**src/hw/rtl/slpe_pkg.sv**
```systemverilog
// Shared types and constants for the status LED pattern engine.
// Holds the mode codes, the register indexes, the register reset values and the
// configuration struct. Depends on nothing.
package slpe_pkg;

   localparam int TIME_BITS_DEFAULT = 32;

   localparam int MODE_BITS      = 3;
   localparam int LEVEL_BITS     = 8;
   localparam int PERIOD_BITS    = 16;
   localparam int CSR_INDEX_BITS = 3;
   localparam int CSR_DATA_BITS  = 16;

   typedef enum logic [MODE_BITS-1:0] {
      MODE_OFF    = 3'd0,
      MODE_PULSE  = 3'd1,
      MODE_SOLID  = 3'd2,
      MODE_SLOW   = 3'd3,
      MODE_FAST   = 3'd4,
      MODE_DOUBLE = 3'd5,
      MODE_TRIPLE = 3'd6
   } mode_type;

   // Code seven has no meaning; it is filtered to off before use.
   localparam logic [MODE_BITS-1:0] MODE_INVALID = 3'd7;

   localparam logic [CSR_INDEX_BITS-1:0] REG_PULSE_INTERVAL = 3'd0;
   localparam logic [CSR_INDEX_BITS-1:0] REG_FADE_STEP      = 3'd1;
   localparam logic [CSR_INDEX_BITS-1:0] REG_SLOW_BLINK     = 3'd2;
   localparam logic [CSR_INDEX_BITS-1:0] REG_FAST_BLINK     = 3'd3;
   localparam logic [CSR_INDEX_BITS-1:0] REG_SOLID_LEVEL    = 3'd4;
   localparam logic [CSR_INDEX_BITS-1:0] REG_PATTERN_TOGGLE = 3'd5;
   localparam logic [CSR_INDEX_BITS-1:0] REG_PATTERN_PAUSE  = 3'd6;

   localparam logic [PERIOD_BITS-1:0] PULSE_INTERVAL_RESET = 16'd10;
   localparam logic [LEVEL_BITS-1:0]  FADE_STEP_RESET      = 8'd5;
   localparam logic [PERIOD_BITS-1:0] SLOW_BLINK_RESET     = 16'd500;
   localparam logic [PERIOD_BITS-1:0] FAST_BLINK_RESET     = 16'd120;
   localparam logic [LEVEL_BITS-1:0]  SOLID_LEVEL_RESET    = 8'd100;
   localparam logic [PERIOD_BITS-1:0] PATTERN_TOGGLE_RESET = 16'd200;
   localparam logic [PERIOD_BITS-1:0] PATTERN_PAUSE_RESET  = 16'd1000;

   localparam logic [LEVEL_BITS-1:0] LEVEL_FULL = 8'd255;

   typedef struct packed {
      logic [PERIOD_BITS-1:0] pulse_interval_ms;
      logic [LEVEL_BITS-1:0]  fade_step;
      logic [PERIOD_BITS-1:0] slow_blink_ms;
      logic [PERIOD_BITS-1:0] fast_blink_ms;
      logic [LEVEL_BITS-1:0]  solid_level;
      logic [PERIOD_BITS-1:0] pattern_toggle_ms;
      logic [PERIOD_BITS-1:0] pattern_pause_ms;
   } cfg_type;

endpackage

```
**src/hw/rtl/slpe_config_regs.sv**
```systemverilog
// Configuration register file of the status LED pattern engine.
// Decodes the plain write port into the register struct; depends on slpe_pkg.
module slpe_config_regs (
   input  logic                                 clock,
   input  logic                                 reset,
   input  logic                                 csr_wr_en,
   input  logic [slpe_pkg::CSR_INDEX_BITS-1:0]  csr_index,
   input  logic [slpe_pkg::CSR_DATA_BITS-1:0]   csr_wdata,
   output slpe_pkg::cfg_type                    cfg
);
   import slpe_pkg::*;

   cfg_type cfg_ff;
   cfg_type cfg_in;

   always_comb begin
      cfg_in = cfg_ff;
      if (csr_wr_en) begin
         unique case (csr_index)
            REG_PULSE_INTERVAL: cfg_in.pulse_interval_ms = csr_wdata;
            REG_FADE_STEP:      cfg_in.fade_step         = csr_wdata[LEVEL_BITS-1:0];
            REG_SLOW_BLINK:     cfg_in.slow_blink_ms     = csr_wdata;
            REG_FAST_BLINK:     cfg_in.fast_blink_ms     = csr_wdata;
            REG_SOLID_LEVEL:    cfg_in.solid_level       = csr_wdata[LEVEL_BITS-1:0];
            REG_PATTERN_TOGGLE: cfg_in.pattern_toggle_ms = csr_wdata;
            REG_PATTERN_PAUSE:  cfg_in.pattern_pause_ms  = csr_wdata;
            default:            cfg_in = cfg_ff;
         endcase
      end
   end

   always_ff @(posedge clock) begin
      if (reset) begin
         cfg_ff.pulse_interval_ms <= PULSE_INTERVAL_RESET;
         cfg_ff.fade_step         <= FADE_STEP_RESET;
         cfg_ff.slow_blink_ms     <= SLOW_BLINK_RESET;
         cfg_ff.fast_blink_ms     <= FAST_BLINK_RESET;
         cfg_ff.solid_level       <= SOLID_LEVEL_RESET;
         cfg_ff.pattern_toggle_ms <= PATTERN_TOGGLE_RESET;
         cfg_ff.pattern_pause_ms  <= PATTERN_PAUSE_RESET;
      end else begin
         cfg_ff <= cfg_in;
      end
   end

   assign cfg = cfg_ff;

endmodule

```
**src/hw/rtl/slpe_pattern_core.sv**
```systemverilog
// Tick processing core of the status LED pattern engine: mode selection,
// millisecond counter, fade, blink and pattern state. Depends on slpe_pkg.
module slpe_pattern_core #(
   parameter int TIME_BITS = slpe_pkg::TIME_BITS_DEFAULT
) (
   input  logic                             clock,
   input  logic                             reset,
   input  logic                             step_en,
   input  logic [slpe_pkg::MODE_BITS-1:0]   base_mode,
   input  logic [slpe_pkg::MODE_BITS-1:0]   override_mode,
   input  slpe_pkg::cfg_type                cfg,
   output logic [slpe_pkg::LEVEL_BITS-1:0]  led_level,
   output logic [slpe_pkg::MODE_BITS-1:0]   active_mode
);
   import slpe_pkg::*;

   logic [TIME_BITS-1:0]  time_ff, time_in;
   logic [TIME_BITS-1:0]  last_step_ff, last_step_in;
   logic [TIME_BITS-1:0]  pattern_last_ff, pattern_last_in;
   logic [TIME_BITS-1:0]  pause_begin_ff, pause_begin_in;
   logic [LEVEL_BITS-1:0] fade_level_ff, fade_level_in;
   logic                  fade_rising_ff, fade_rising_in;
   logic                  blink_on_ff, blink_on_in;
   logic [1:0]            blinks_ff, blinks_in;
   logic                  pausing_ff, pausing_in;
   logic                  pattern_on_ff, pattern_on_in;
   logic [LEVEL_BITS-1:0] drive_ff, drive_in;

   logic [MODE_BITS-1:0]  base_clean;
   logic [MODE_BITS-1:0]  over_clean;
   logic [MODE_BITS-1:0]  mode_sel;
   logic [TIME_BITS-1:0]  now;
   logic                  pulse_due, slow_due, fast_due, toggle_due, pause_done;
   logic signed [9:0]     fade_sum;
   logic [1:0]            blinks_inc;
   logic [1:0]            group_size;

   assign base_clean = (base_mode == MODE_INVALID) ? MODE_OFF : base_mode;
   assign over_clean = (override_mode == MODE_INVALID) ? MODE_OFF : override_mode;
   assign mode_sel   = (over_clean != MODE_OFF) ? over_clean : base_clean;

   assign now = time_ff + TIME_BITS'(1);

   // Elapsed times wrap at the counter width.
   assign pulse_due  = (now - last_step_ff)    >= TIME_BITS'(cfg.pulse_interval_ms);
   assign slow_due   = (now - last_step_ff)    >= TIME_BITS'(cfg.slow_blink_ms);
   assign fast_due   = (now - last_step_ff)    >= TIME_BITS'(cfg.fast_blink_ms);
   assign toggle_due = (now - pattern_last_ff) >= TIME_BITS'(cfg.pattern_toggle_ms);
   assign pause_done = (now - pause_begin_ff)  >= TIME_BITS'(cfg.pattern_pause_ms);

   assign fade_sum = fade_rising_ff
                   ? $signed({2'b00, fade_level_ff}) + $signed({2'b00, cfg.fade_step})
                   : $signed({2'b00, fade_level_ff}) - $signed({2'b00, cfg.fade_step});

   assign blinks_inc = blinks_ff + 2'd1;
   assign group_size = (mode_sel == MODE_TRIPLE) ? 2'd3 : 2'd2;

   always_comb begin
      time_in         = now;
      last_step_in    = last_step_ff;
      pattern_last_in = pattern_last_ff;
      pause_begin_in  = pause_begin_ff;
      fade_level_in   = fade_level_ff;
      fade_rising_in  = fade_rising_ff;
      blink_on_in     = blink_on_ff;
      blinks_in       = blinks_ff;
      pausing_in      = pausing_ff;
      pattern_on_in   = pattern_on_ff;
      drive_in        = drive_ff;

      unique case (mode_type'(mode_sel))
         MODE_PULSE: begin
            if (pulse_due) begin
               last_step_in = now;
               if (fade_sum <= 10'sd0 || fade_sum >= 10'sd255) begin
                  fade_rising_in = !fade_rising_ff;
               end
               if (fade_sum < 10'sd0) begin
                  fade_level_in = '0;
               end else if (fade_sum > 10'sd255) begin
                  fade_level_in = LEVEL_FULL;
               end else begin
                  fade_level_in = fade_sum[LEVEL_BITS-1:0];
               end
               drive_in = fade_level_in;
            end
         end
         MODE_SOLID: drive_in = cfg.solid_level;
         MODE_SLOW, MODE_FAST: begin
            if ((mode_sel == MODE_SLOW) ? slow_due : fast_due) begin
               last_step_in = now;
               blink_on_in  = !blink_on_ff;
               drive_in     = blink_on_ff ? '0 : LEVEL_FULL;
            end
         end
         MODE_DOUBLE, MODE_TRIPLE: begin
            if (!pausing_ff && toggle_due) begin
               pattern_last_in = now;
               pattern_on_in   = !pattern_on_ff;
               if (!pattern_on_ff) begin
                  drive_in = cfg.solid_level;
               end else begin
                  drive_in = '0;
                  if (blinks_inc >= group_size) begin
                     blinks_in      = 2'd0;
                     pausing_in     = 1'b1;
                     pause_begin_in = now;
                  end else begin
                     blinks_in = blinks_inc;
                  end
               end
            end else if (pausing_ff && pause_done) begin
               pausing_in = 1'b0;
            end
         end
         default: drive_in = '0;
      endcase
   end

   always_ff @(posedge clock) begin
      if (reset) begin
         time_ff         <= '0;
         last_step_ff    <= '0;
         pattern_last_ff <= '0;
         pause_begin_ff  <= '0;
         fade_level_ff   <= '0;
         fade_rising_ff  <= 1'b1;
         blink_on_ff     <= 1'b0;
         blinks_ff       <= 2'd0;
         pausing_ff      <= 1'b0;
         pattern_on_ff   <= 1'b0;
         drive_ff        <= '0;
      end else if (step_en) begin
         time_ff         <= time_in;
         last_step_ff    <= last_step_in;
         pattern_last_ff <= pattern_last_in;
         pause_begin_ff  <= pause_begin_in;
         fade_level_ff   <= fade_level_in;
         fade_rising_ff  <= fade_rising_in;
         blink_on_ff     <= blink_on_in;
         blinks_ff       <= blinks_in;
         pausing_ff      <= pausing_in;
         pattern_on_ff   <= pattern_on_in;
         drive_ff        <= drive_in;
      end
   end

   assign led_level   = drive_in;
   assign active_mode = mode_sel;

endmodule

```
**src/hw/rtl/status_led_pattern_engine_unit.sv**
```systemverilog
// Top level of the status LED pattern engine.
// Instantiates slpe_config_regs and slpe_pattern_core; depends on slpe_pkg.
//
// Each input transaction is one millisecond tick carrying a base LED mode and
// an override mode (0 off, 1 pulse, 2 solid, 3 slow blink, 4 fast blink,
// 5 double blink, 6 triple blink; code seven counts as off). For every tick
// the block returns exactly one result transaction with the LED drive level
// and the mode that was chosen. The block takes one transaction per clock
// cycle unless a stalled result holds it back. A tick waits in the input
// register while the single update pass of the pattern core works on it. Its
// result is loaded into the result register, from which it shows on the
// result port. A stalled result holds the tick behind it in the input register.
// Ticks may arrive back to back and may stall freely on either side.
// Configuration registers must be written through the csr_ port only while
// no tick is in flight; the block does not enforce this. A write to an index
// beyond the seven registers is ignored.
module status_led_pattern_engine_unit #(
   parameter int TIME_BITS = slpe_pkg::TIME_BITS_DEFAULT
) (
   input  logic                                 clock,
   input  logic                                 reset,
   // Tick input channel.
   input  logic                                 req_tvalid,
   output logic                                 req_tready,
   input  logic [7:0]                           req_tdata,  // base_mode[2:0], override_mode[5:3]
   // Result channel.
   output logic                                 rsp_tvalid,
   input  logic                                 rsp_tready,
   output logic [15:0]                          rsp_tdata,  // led_level[7:0], active_mode[10:8]
   // Configuration write port.
   input  logic                                 csr_wr_en,
   input  logic [slpe_pkg::CSR_INDEX_BITS-1:0]  csr_index,
   input  logic [slpe_pkg::CSR_DATA_BITS-1:0]   csr_wdata
);
   import slpe_pkg::*;

   cfg_type               cfg;

   // Input register.
   logic                  in_valid_ff;
   logic [MODE_BITS-1:0]  in_base_ff;
   logic [MODE_BITS-1:0]  in_over_ff;

   // Result register.
   logic                  out_valid_ff;
   logic [LEVEL_BITS-1:0] out_level_ff;
   logic [MODE_BITS-1:0]  out_mode_ff;

   logic                  advance;
   logic                  req_take;
   logic [LEVEL_BITS-1:0] core_level;
   logic [MODE_BITS-1:0]  core_mode;

   // The held tick moves into the result register whenever that register is
   // empty or its transaction is being taken in the same cycle.
   assign advance    = in_valid_ff && (!out_valid_ff || rsp_tready);
   assign req_tready = !in_valid_ff || advance;
   assign req_take   = req_tvalid && req_tready;

   slpe_config_regs u_config (
      .clock     (clock),
      .reset     (reset),
      .csr_wr_en (csr_wr_en),
      .csr_index (csr_index),
      .csr_wdata (csr_wdata),
      .cfg       (cfg)
   );

   slpe_pattern_core #(
      .TIME_BITS (TIME_BITS)
   ) u_core (
      .clock         (clock),
      .reset         (reset),
      .step_en       (advance),
      .base_mode     (in_base_ff),
      .override_mode (in_over_ff),
      .cfg           (cfg),
      .led_level     (core_level),
      .active_mode   (core_mode)
   );

   always_ff @(posedge clock) begin
      if (reset) begin
         in_valid_ff <= 1'b0;
      end else if (req_tready) begin
         in_valid_ff <= req_tvalid;
      end
   end

   always_ff @(posedge clock) begin
      if (req_take) begin
         in_base_ff <= req_tdata[2:0];
         in_over_ff <= req_tdata[5:3];
      end
   end

   always_ff @(posedge clock) begin
      if (reset) begin
         out_valid_ff <= 1'b0;
      end else if (advance) begin
         out_valid_ff <= 1'b1;
      end else if (rsp_tready) begin
         out_valid_ff <= 1'b0;
      end
   end

   always_ff @(posedge clock) begin
      if (advance) begin
         out_level_ff <= core_level;
         out_mode_ff  <= core_mode;
      end
   end

   assign rsp_tvalid = out_valid_ff;
   assign rsp_tdata  = {5'b00000, out_mode_ff, out_level_ff};

endmodule

```
**config.mk**
```make
export PLATFORM = sky130hd
export DESIGN_NAME = status_led_pattern_engine_unit
export DESIGN_NICKNAME = d
export VERILOG_FILES = /design/src/hw/rtl/slpe_pkg.sv /design/src/hw/rtl/slpe_config_regs.sv /design/src/hw/rtl/slpe_pattern_core.sv /design/src/hw/rtl/status_led_pattern_engine_unit.sv
export SDC_FILE = /design/constraint.sdc
export NUM_CORES = 1
export LEC_CHECK = 0
export BUFFER_PORTS_ARGS = -buffer_cell sky130_fd_sc_hd__buf_2
export CAP_MARGIN = 10
export CORE_MARGIN = 2
export CORE_UTILIZATION = 39
export CTS_CLUSTER_DIAMETER = 50
export DETAILED_ROUTE_END_ITERATION = 8
export PLACE_DENSITY_LB_ADDON = 0.1
export SYNTH_ARGS = -nofsm -noshare
export SYNTH_HDL_FRONTEND = slang
export SYNTH_SLANG_ARGS = --single-unit
```
**constraint.sdc**
```tcl
create_clock -name clock -period 7.6 [get_ports clock]
set_clock_uncertainty 0.1 [all_clocks]
set_input_delay 0.38 -clock clock [delete_from_list [all_inputs] [get_ports clock]]
set_output_delay 0.38 -clock clock [all_outputs]
set_load 0.05 [all_outputs]
```
==> flow_summary.toml, run 1 <==
[setup_path]
endpoint_kind = "register"
worstPathArrival_ns = 7.04
crit_required_ns = 7.98
crit_path_start_kind = "register"
path_class = "reg2reg"
r2r_start = "u_core.time_ff[1]"
crit_path_max_fanout = 5
crit_path_start = "u_core.time_ff[1]"

[cts]
clk_transition_reported_paths_ns = 0.06
cts.htree.levels = 2
clk_path_buf_depth = 3
cts_resized = 0
clock_sinks = 265
cts_tree = "built"
cts_buffers = 42
clk_latency_ns = 0.57
cts-root-buf = "clkbuf_16"

[grt]
antenna_found_initial = 2
gr-usage-all-layers_pct = 21.61
overflow = 0
grt_max_degree = 104
grt_pass1_vias = 16250
grt_first_pass_wirelength_mm = 86.93

[sta]
max-slew-margin-rel_pct = 26.89
worst_slack_ns = 0.9392
drv_slew = 0
finalSetupTns_ns = 0
whs_ns = 0.04605
rsz0062_at_grt = "no"
finalCritPeriodShare_pct = 87.64
fmax_mhz = 150.1
hold_viol_final = 0
setup_viol = 0
max_slew.worst_pin.slew_ns = 1.093
min_period_ns = 6.661

[floorplanning]
die_h_um = 226.3
core_area_mm2 = 0.04885
die-area_mm2 = 0.05122
num_rows = 81
ios = 50
die_w_um = 226.3
initial_core_util_pct = 39.46

[final_layout]
finalCoreUtilization_pct = 44.56
drive_above_1_share_pct = 7.698
fin_area_mm2 = 0.02177
diodes = 0
fillCellCount = 5031
fin_nets = 2732
area_delta_synth_final_pct = 12.93
instances_no_fill = 3197

[drt]
first_iter_violations = 1128
antenna_left = 0
drc = 0
totalWireLength_mm = 55.30
route.vias.total = 17130
dr.pass1.iters = 6
post_drt_wl_per_cell_um = 17.30
post_drt_via_cell_ratio = 5.358

[power_and_ir_drop]
leakagePower_nw = 9.946
switchingPower_mw = 1.226
peakVddDrop_mv = 0.1485
internal_power_mw = 3.025
p_sw_share_pct = 28.84
total_power_mw = 4.251
p_per_area_mw_per_mm2 = 195.3
combPwrFrac_pct = 18.2
seqPwrFrac_pct = 34.3
p_clk_share_pct = 47.5

[synthesis]
synth_edf_count = 17
netlist-cell-type-count = 93
yosys-top-cells-count = "nand2_1 (310), nor2_1 (254), dfxtp_1 (248)"
synth_area_leaders = "dfxtp_1 (26%), ha_1 (12%), nand2_1 (6.0%), a21oi_1 (5.8%), nor2_1 (4.9%)"
syn_area_mm2 = 0.01927
yosys_warnings = 0
avgSynthCellArea_um2 = 7.778
synth_most_common_cell = "nand2_1"
synth_ff_type = "dfxtp_1"
ys_seq_area_share_pct = 28.41
synthCells = 2478
yosys_register_bits = 265
synth_top_cell_by_area = "dfxtp_1"
synth_top_cell_area_share_pct = 25.76
ys_async_sr_fraction_pct = 0

[placement]
io_buffers = 42
dp.cells = 3115
pre_cts_slack_ns = 0.9832
postPlaceCellArea_mm2 = 0.02022
gp_congestion = 0.9036
dp_hpwl_mm = 41.84

[min_path]
hp-class = "in2reg"
hold_path_startpoint = "csr_wdata[1]"

[status]
status = "complete, no violations"

[run]
maxCapViolations = 0
## area by class of cell
| type | instances | area [um2] | area share (%) |
|---|---|---|---|
| Clock buffer | 49 | 1107 | 5.087 |
| Clock inverter | 25 | 364.1 | 1.673 |
| Inverter | 216 | 810.8 | 3.725 |
| Multi-Input combinational cell | 1884 | 12500 | 57.42 |
| Sequential cell | 265 | 5475 | 25.15 |
| Tap cell | 664 | 830.8 | 3.817 |
| Timing Repair Buffer | 94 | 679.4 | 3.121 |
## cells by family after synthesis
kind of cell	synth area share (%)
multiplexers	4.589
AO/OA/AOI/OAI	19.76
adder cells (fa/ha/maj)	12.98
AND/OR/NAND/NOR	21.52
XOR/XNOR	5.823
other	0.01946
flip-flops	28.41
buffers and inverters	6.900
## what timing repair did
item,4_1_cts,5_1_grt
endpoints found under the hold margin,8,0
setup buffers,0,0
hold buffers,8,0
setup endpoints to repair,0,0
## sequential cells by signal (all words and copies together) (netlist names), 2 cells and up
signal,cells
u_core.last_step_ff,32
in_base_ff,3
u_core.blinks_ff,2
u_core.fade_level_ff,8
u_core.pattern_last_ff,32
u_config.cfg,96
u_core.drive_ff,8
in_over_ff,3
u_core.pause_begin_ff,32
out_mode_ff,3
u_core.time_ff,32
out_level_ff,8
## final timing paths
check	depth (start not counted)	slack, ns	endpoint
worst max-delay path	25	0.94	u_core.pausing_ff
worst min-delay path	3	0.05	u_config.cfg[57]
worst max register to register	25	0.94	u_core.pausing_ff
worst min register to register	2	0.35	u_config.cfg[84]
## placed cells by master (no fill, tap or decap), drive strengths merged, types with 11 or more instances in the layout
cell,n
a21o,64
nor4,17
clkinv,11
or3,14
ha,192
clkbuf,50
mux2i,85
nor3,32
o211ai,19
nand2,311
o21bai,16
edfxtp,17
xor2,65
nand4,42
o21ai,81
dfxtp,248
and2,12
xnor2,61
a211oi,39
a211o,19
a21oi,226
nor2,255
nand2b,25
nor2b,25
nand3b,21
inv,219
and3,19
o21a,14
nand3,73
buf,85
## worst max-delay path, cell delays in order (launching register included)
cell and delay, ns:
dfxtp_1 0.36, ha_1 0.21, and3_1 0.22, and3_1 0.25, nand3_1 0.17, xnor2_1 0.54
buf_4 0.26, ha_1 0.21, and3_1 0.27, nand3_1 0.10, a2111oi_0 0.61, a211oi_1 0.21
nor2_1 0.18, xor2_1 0.16, ha_1 0.27, nand3_1 0.13, o2111ai_1 0.12, nor4_1 0.37
o21ai_0 0.15, a21oi_1 0.21, o2111ai_1 0.17, a2111oi_0 0.41, o2111ai_1 0.16, a2111oi_0 0.34
nand4_1 0.20, a31oi_1 0.19
## metal layers
metal | vias up | global-route usage (%) | part of all wire, %
li1 | 8694 | - | -
met1 | 7981 | 29.47 | 48
met2 | 371 | 35.50 | 45
met3 | 85 | 2.851 | 4.2
met4 | 0 | 6.473 | 2.6
met5 | - | 0 | 0
## power by group through the flow
stage               Clock (mW)  Combinational, mW  Sequential [mW]
floorplan                    0              0.523             1.50
global placement             0              0.760             1.49
detailed placement           0              0.766             1.49
CTS                       2.08              0.775             1.46
global route              2.14              0.856             1.46
finish                    2.02              0.775             1.46
No activity file was read; power rests on OpenSTA's default activity.
==> inputs of run 2 (changes only) <==
- REMOVE_ABC_BUFFERS: default -> 1
==> flow_summary.toml, run 2 (same netlist as run 1, synthesis figures left out) <==
[run]
maxCapViolations = 0

[grt]
grt_max_degree = 93
gr-usage-all-layers_pct = 21.92
overflow = 0
grt_pass1_vias = 16560
antenna_found_initial = 0
grt_first_pass_wirelength_mm = 88.64

[sta]
worst_slack_ns = 0.4828
rsz0062_at_grt = "no"
hold_viol_final = 0
max-slew-margin-rel_pct = 21.78
setup_viol = 0
drv_slew = 0
max_slew.worst_pin.slew_ns = 1.169
min_period_ns = 7.117
fmax_mhz = 140.5
finalCritPeriodShare_pct = 93.65
finalSetupTns_ns = 0

[min_path]
hold_path_depth = 3
hp-class = "in2reg"

[final_layout]
final_common_cell = "nand2_1"
multi_input_area_mm2 = 0.01251
fillCellCount = 4987
finalCoreUtilization_pct = 44.85
seqCellArea_mm2 = 0.005475
area_delta_synth_final_pct = 13.66
diodes = 0
fin_nets = 2738
mostFrequentLayoutCells = "nand2_1 (310), nor2_1 (254), dfxtp_1 (248), a21oi_1 (224), inv_1 (215)"
drive_above_1_share_pct = 7.710
largest_reg_flops = 96

[drt]
drc = 0
post_drt_via_cell_ratio = 5.370
totalWireLength_mm = 55.66
highest-signal-layer = "met4"
first_iter_violations = 866
post_drt_wl_per_cell_um = 17.36
route.vias.total = 17220
dr.pass1.iters = 5
wl_met2_mm = 24.66
wl_met3_mm = 1.936
antenna_left = 0
drt-met1-wl_mm = 26.99

[placement]
pre_cts_slack_ns = 0.6000
io_buffers = 42
dp_hpwl_mm = 42.54
gp_congestion = 0.9469

[setup_path]
path_buf_inv = 1
cp_slowest_stage_delay_ns = 0.52
worstPathArrival_ns = 7.51
crit_family = "simple AND/OR/NAND/NOR gates"
path_class = "reg2reg"
cp_slowest_cell = "nand3_1"
endpoint_kind = "register"
crit_path_start_kind = "register"
crit_path_max_fanout = 10
cp_num_cells = 23
crit_top_cell = "and3_1"
worstRegToRegCells = 23
crit_required_ns = 7.99
crit_chain = "ha_1, and3_1, and3_1, and3_1, and3_1, nand2_1, nor3_1, and3_1, and3_1, nand3_1, xnor2_1, ha_1, a21oi_1, o221ai_1, or3_1, a2111oi_0, nand4_1, nor4_2, buf_4, nand2_2, nand3_1, a211oi_1, a211o_1"

[cts]
cts-root-buf = "clkbuf_16"
clk_latency_ns = 0.61
cts_buffers = 43
cts_setup_buffers = 0
cts.htree.levels = 2
clk_path_buf_depth = 3
clock_sinks = 265
cts_tree = "built"
clk_transition_reported_paths_ns = 0.06

[floorplanning]
die-area_mm2 = 0.05122
core_area_mm2 = 0.04885
die_h_um = 226.3
ios = 50
num_rows = 81
die_w_um = 226.3
initial_core_util_pct = 39.46

[status]
status = "complete, no violations"

[power_and_ir_drop]
leakagePower_nw = 9.998
peakVddDrop_mv = 0.1846
p_per_area_mw_per_mm2 = 197.3
run 2: cell types whose count changed in the layout (fill, tap and decap cells not counted), moves of 2 or more:
cell | previous run | this run
dlygate4sd3_1 | 8 | 16
buf_4 | 40 | 37
clkinv_2 | 4 | 2
clkinv_1 | 3 | 0
clkbuf_1 | 4 | 8
run 2: path summary, 6_finish.rpt:
kind	start	end	slack, ns
setup reg to reg	u_core.time_ff[0]	u_core.fade_rising_ff	0.48
setup / recovery	u_core.time_ff[0]	u_core.fade_rising_ff	0.48
hold reg to reg	u_config.cfg[82]	u_config.cfg[82]	0.35
hold / removal	csr_wdata[15]	u_config.cfg[95]	0.04
run 2: tightest hold or removal path, cell delays in order:
cell	delay, ns
buf_2	0.18
nand2_1	0.08
a21oi_1	0.05
run 2: timing repair:
action	CTS	global route
endpoints found under the setup margin	0	1
hold buffers	16	0
endpoints found under the hold margin	25	0
gates resized for setup	0	1
run 2: metal layers:
layer | GRT usage (%) | vias to the layer above
met1 | 29.54 | 8004
met3 | 2.644 | 117
li1 | - | 8743
met5 | 0 | -
met4 | 8.977 | 0
met2 | 35.52 | 352
run 2: metrics by stage:
step / std cells / instance area (um2) / hold WS, ns / power (mW)
2_1_floorplan: 2365 / 18770 / 0.3303 / 1.998
3_3_place_gp: 3112 / 20190 / 0.3412 / 2.224
3_5_place_dp: 3112 / 20190 / 0.3468 / 2.231
4_1_cts: 3206 / 21900 / 0.0007087 / 4.384
5_1_grt: 3206 / 21910 / 0.04230 / 4.518
6_report: 3206 / 21910 / 0.03965 / 4.322
run 2: report_power, final:
part	internal, mW	leakage [nW]	switching (mW)
combinational	0.294	7.09	0.461
sequential	1.44	2.17	0.0164
clock	1.33	0.736	0.784
run 2: layout make-up:
| class | instances | area share [%] |
|---|---|---|
| multi-input cells | 1884 | 57.09 |
| flip-flops and latches | 265 | 24.99 |
| clock buffers | 53 | 5.174 |
| well taps | 664 | 3.792 |
| inverters | 216 | 3.701 |
| repair buffers | 99 | 3.364 |
| clock inverters | 25 | 1.890 |
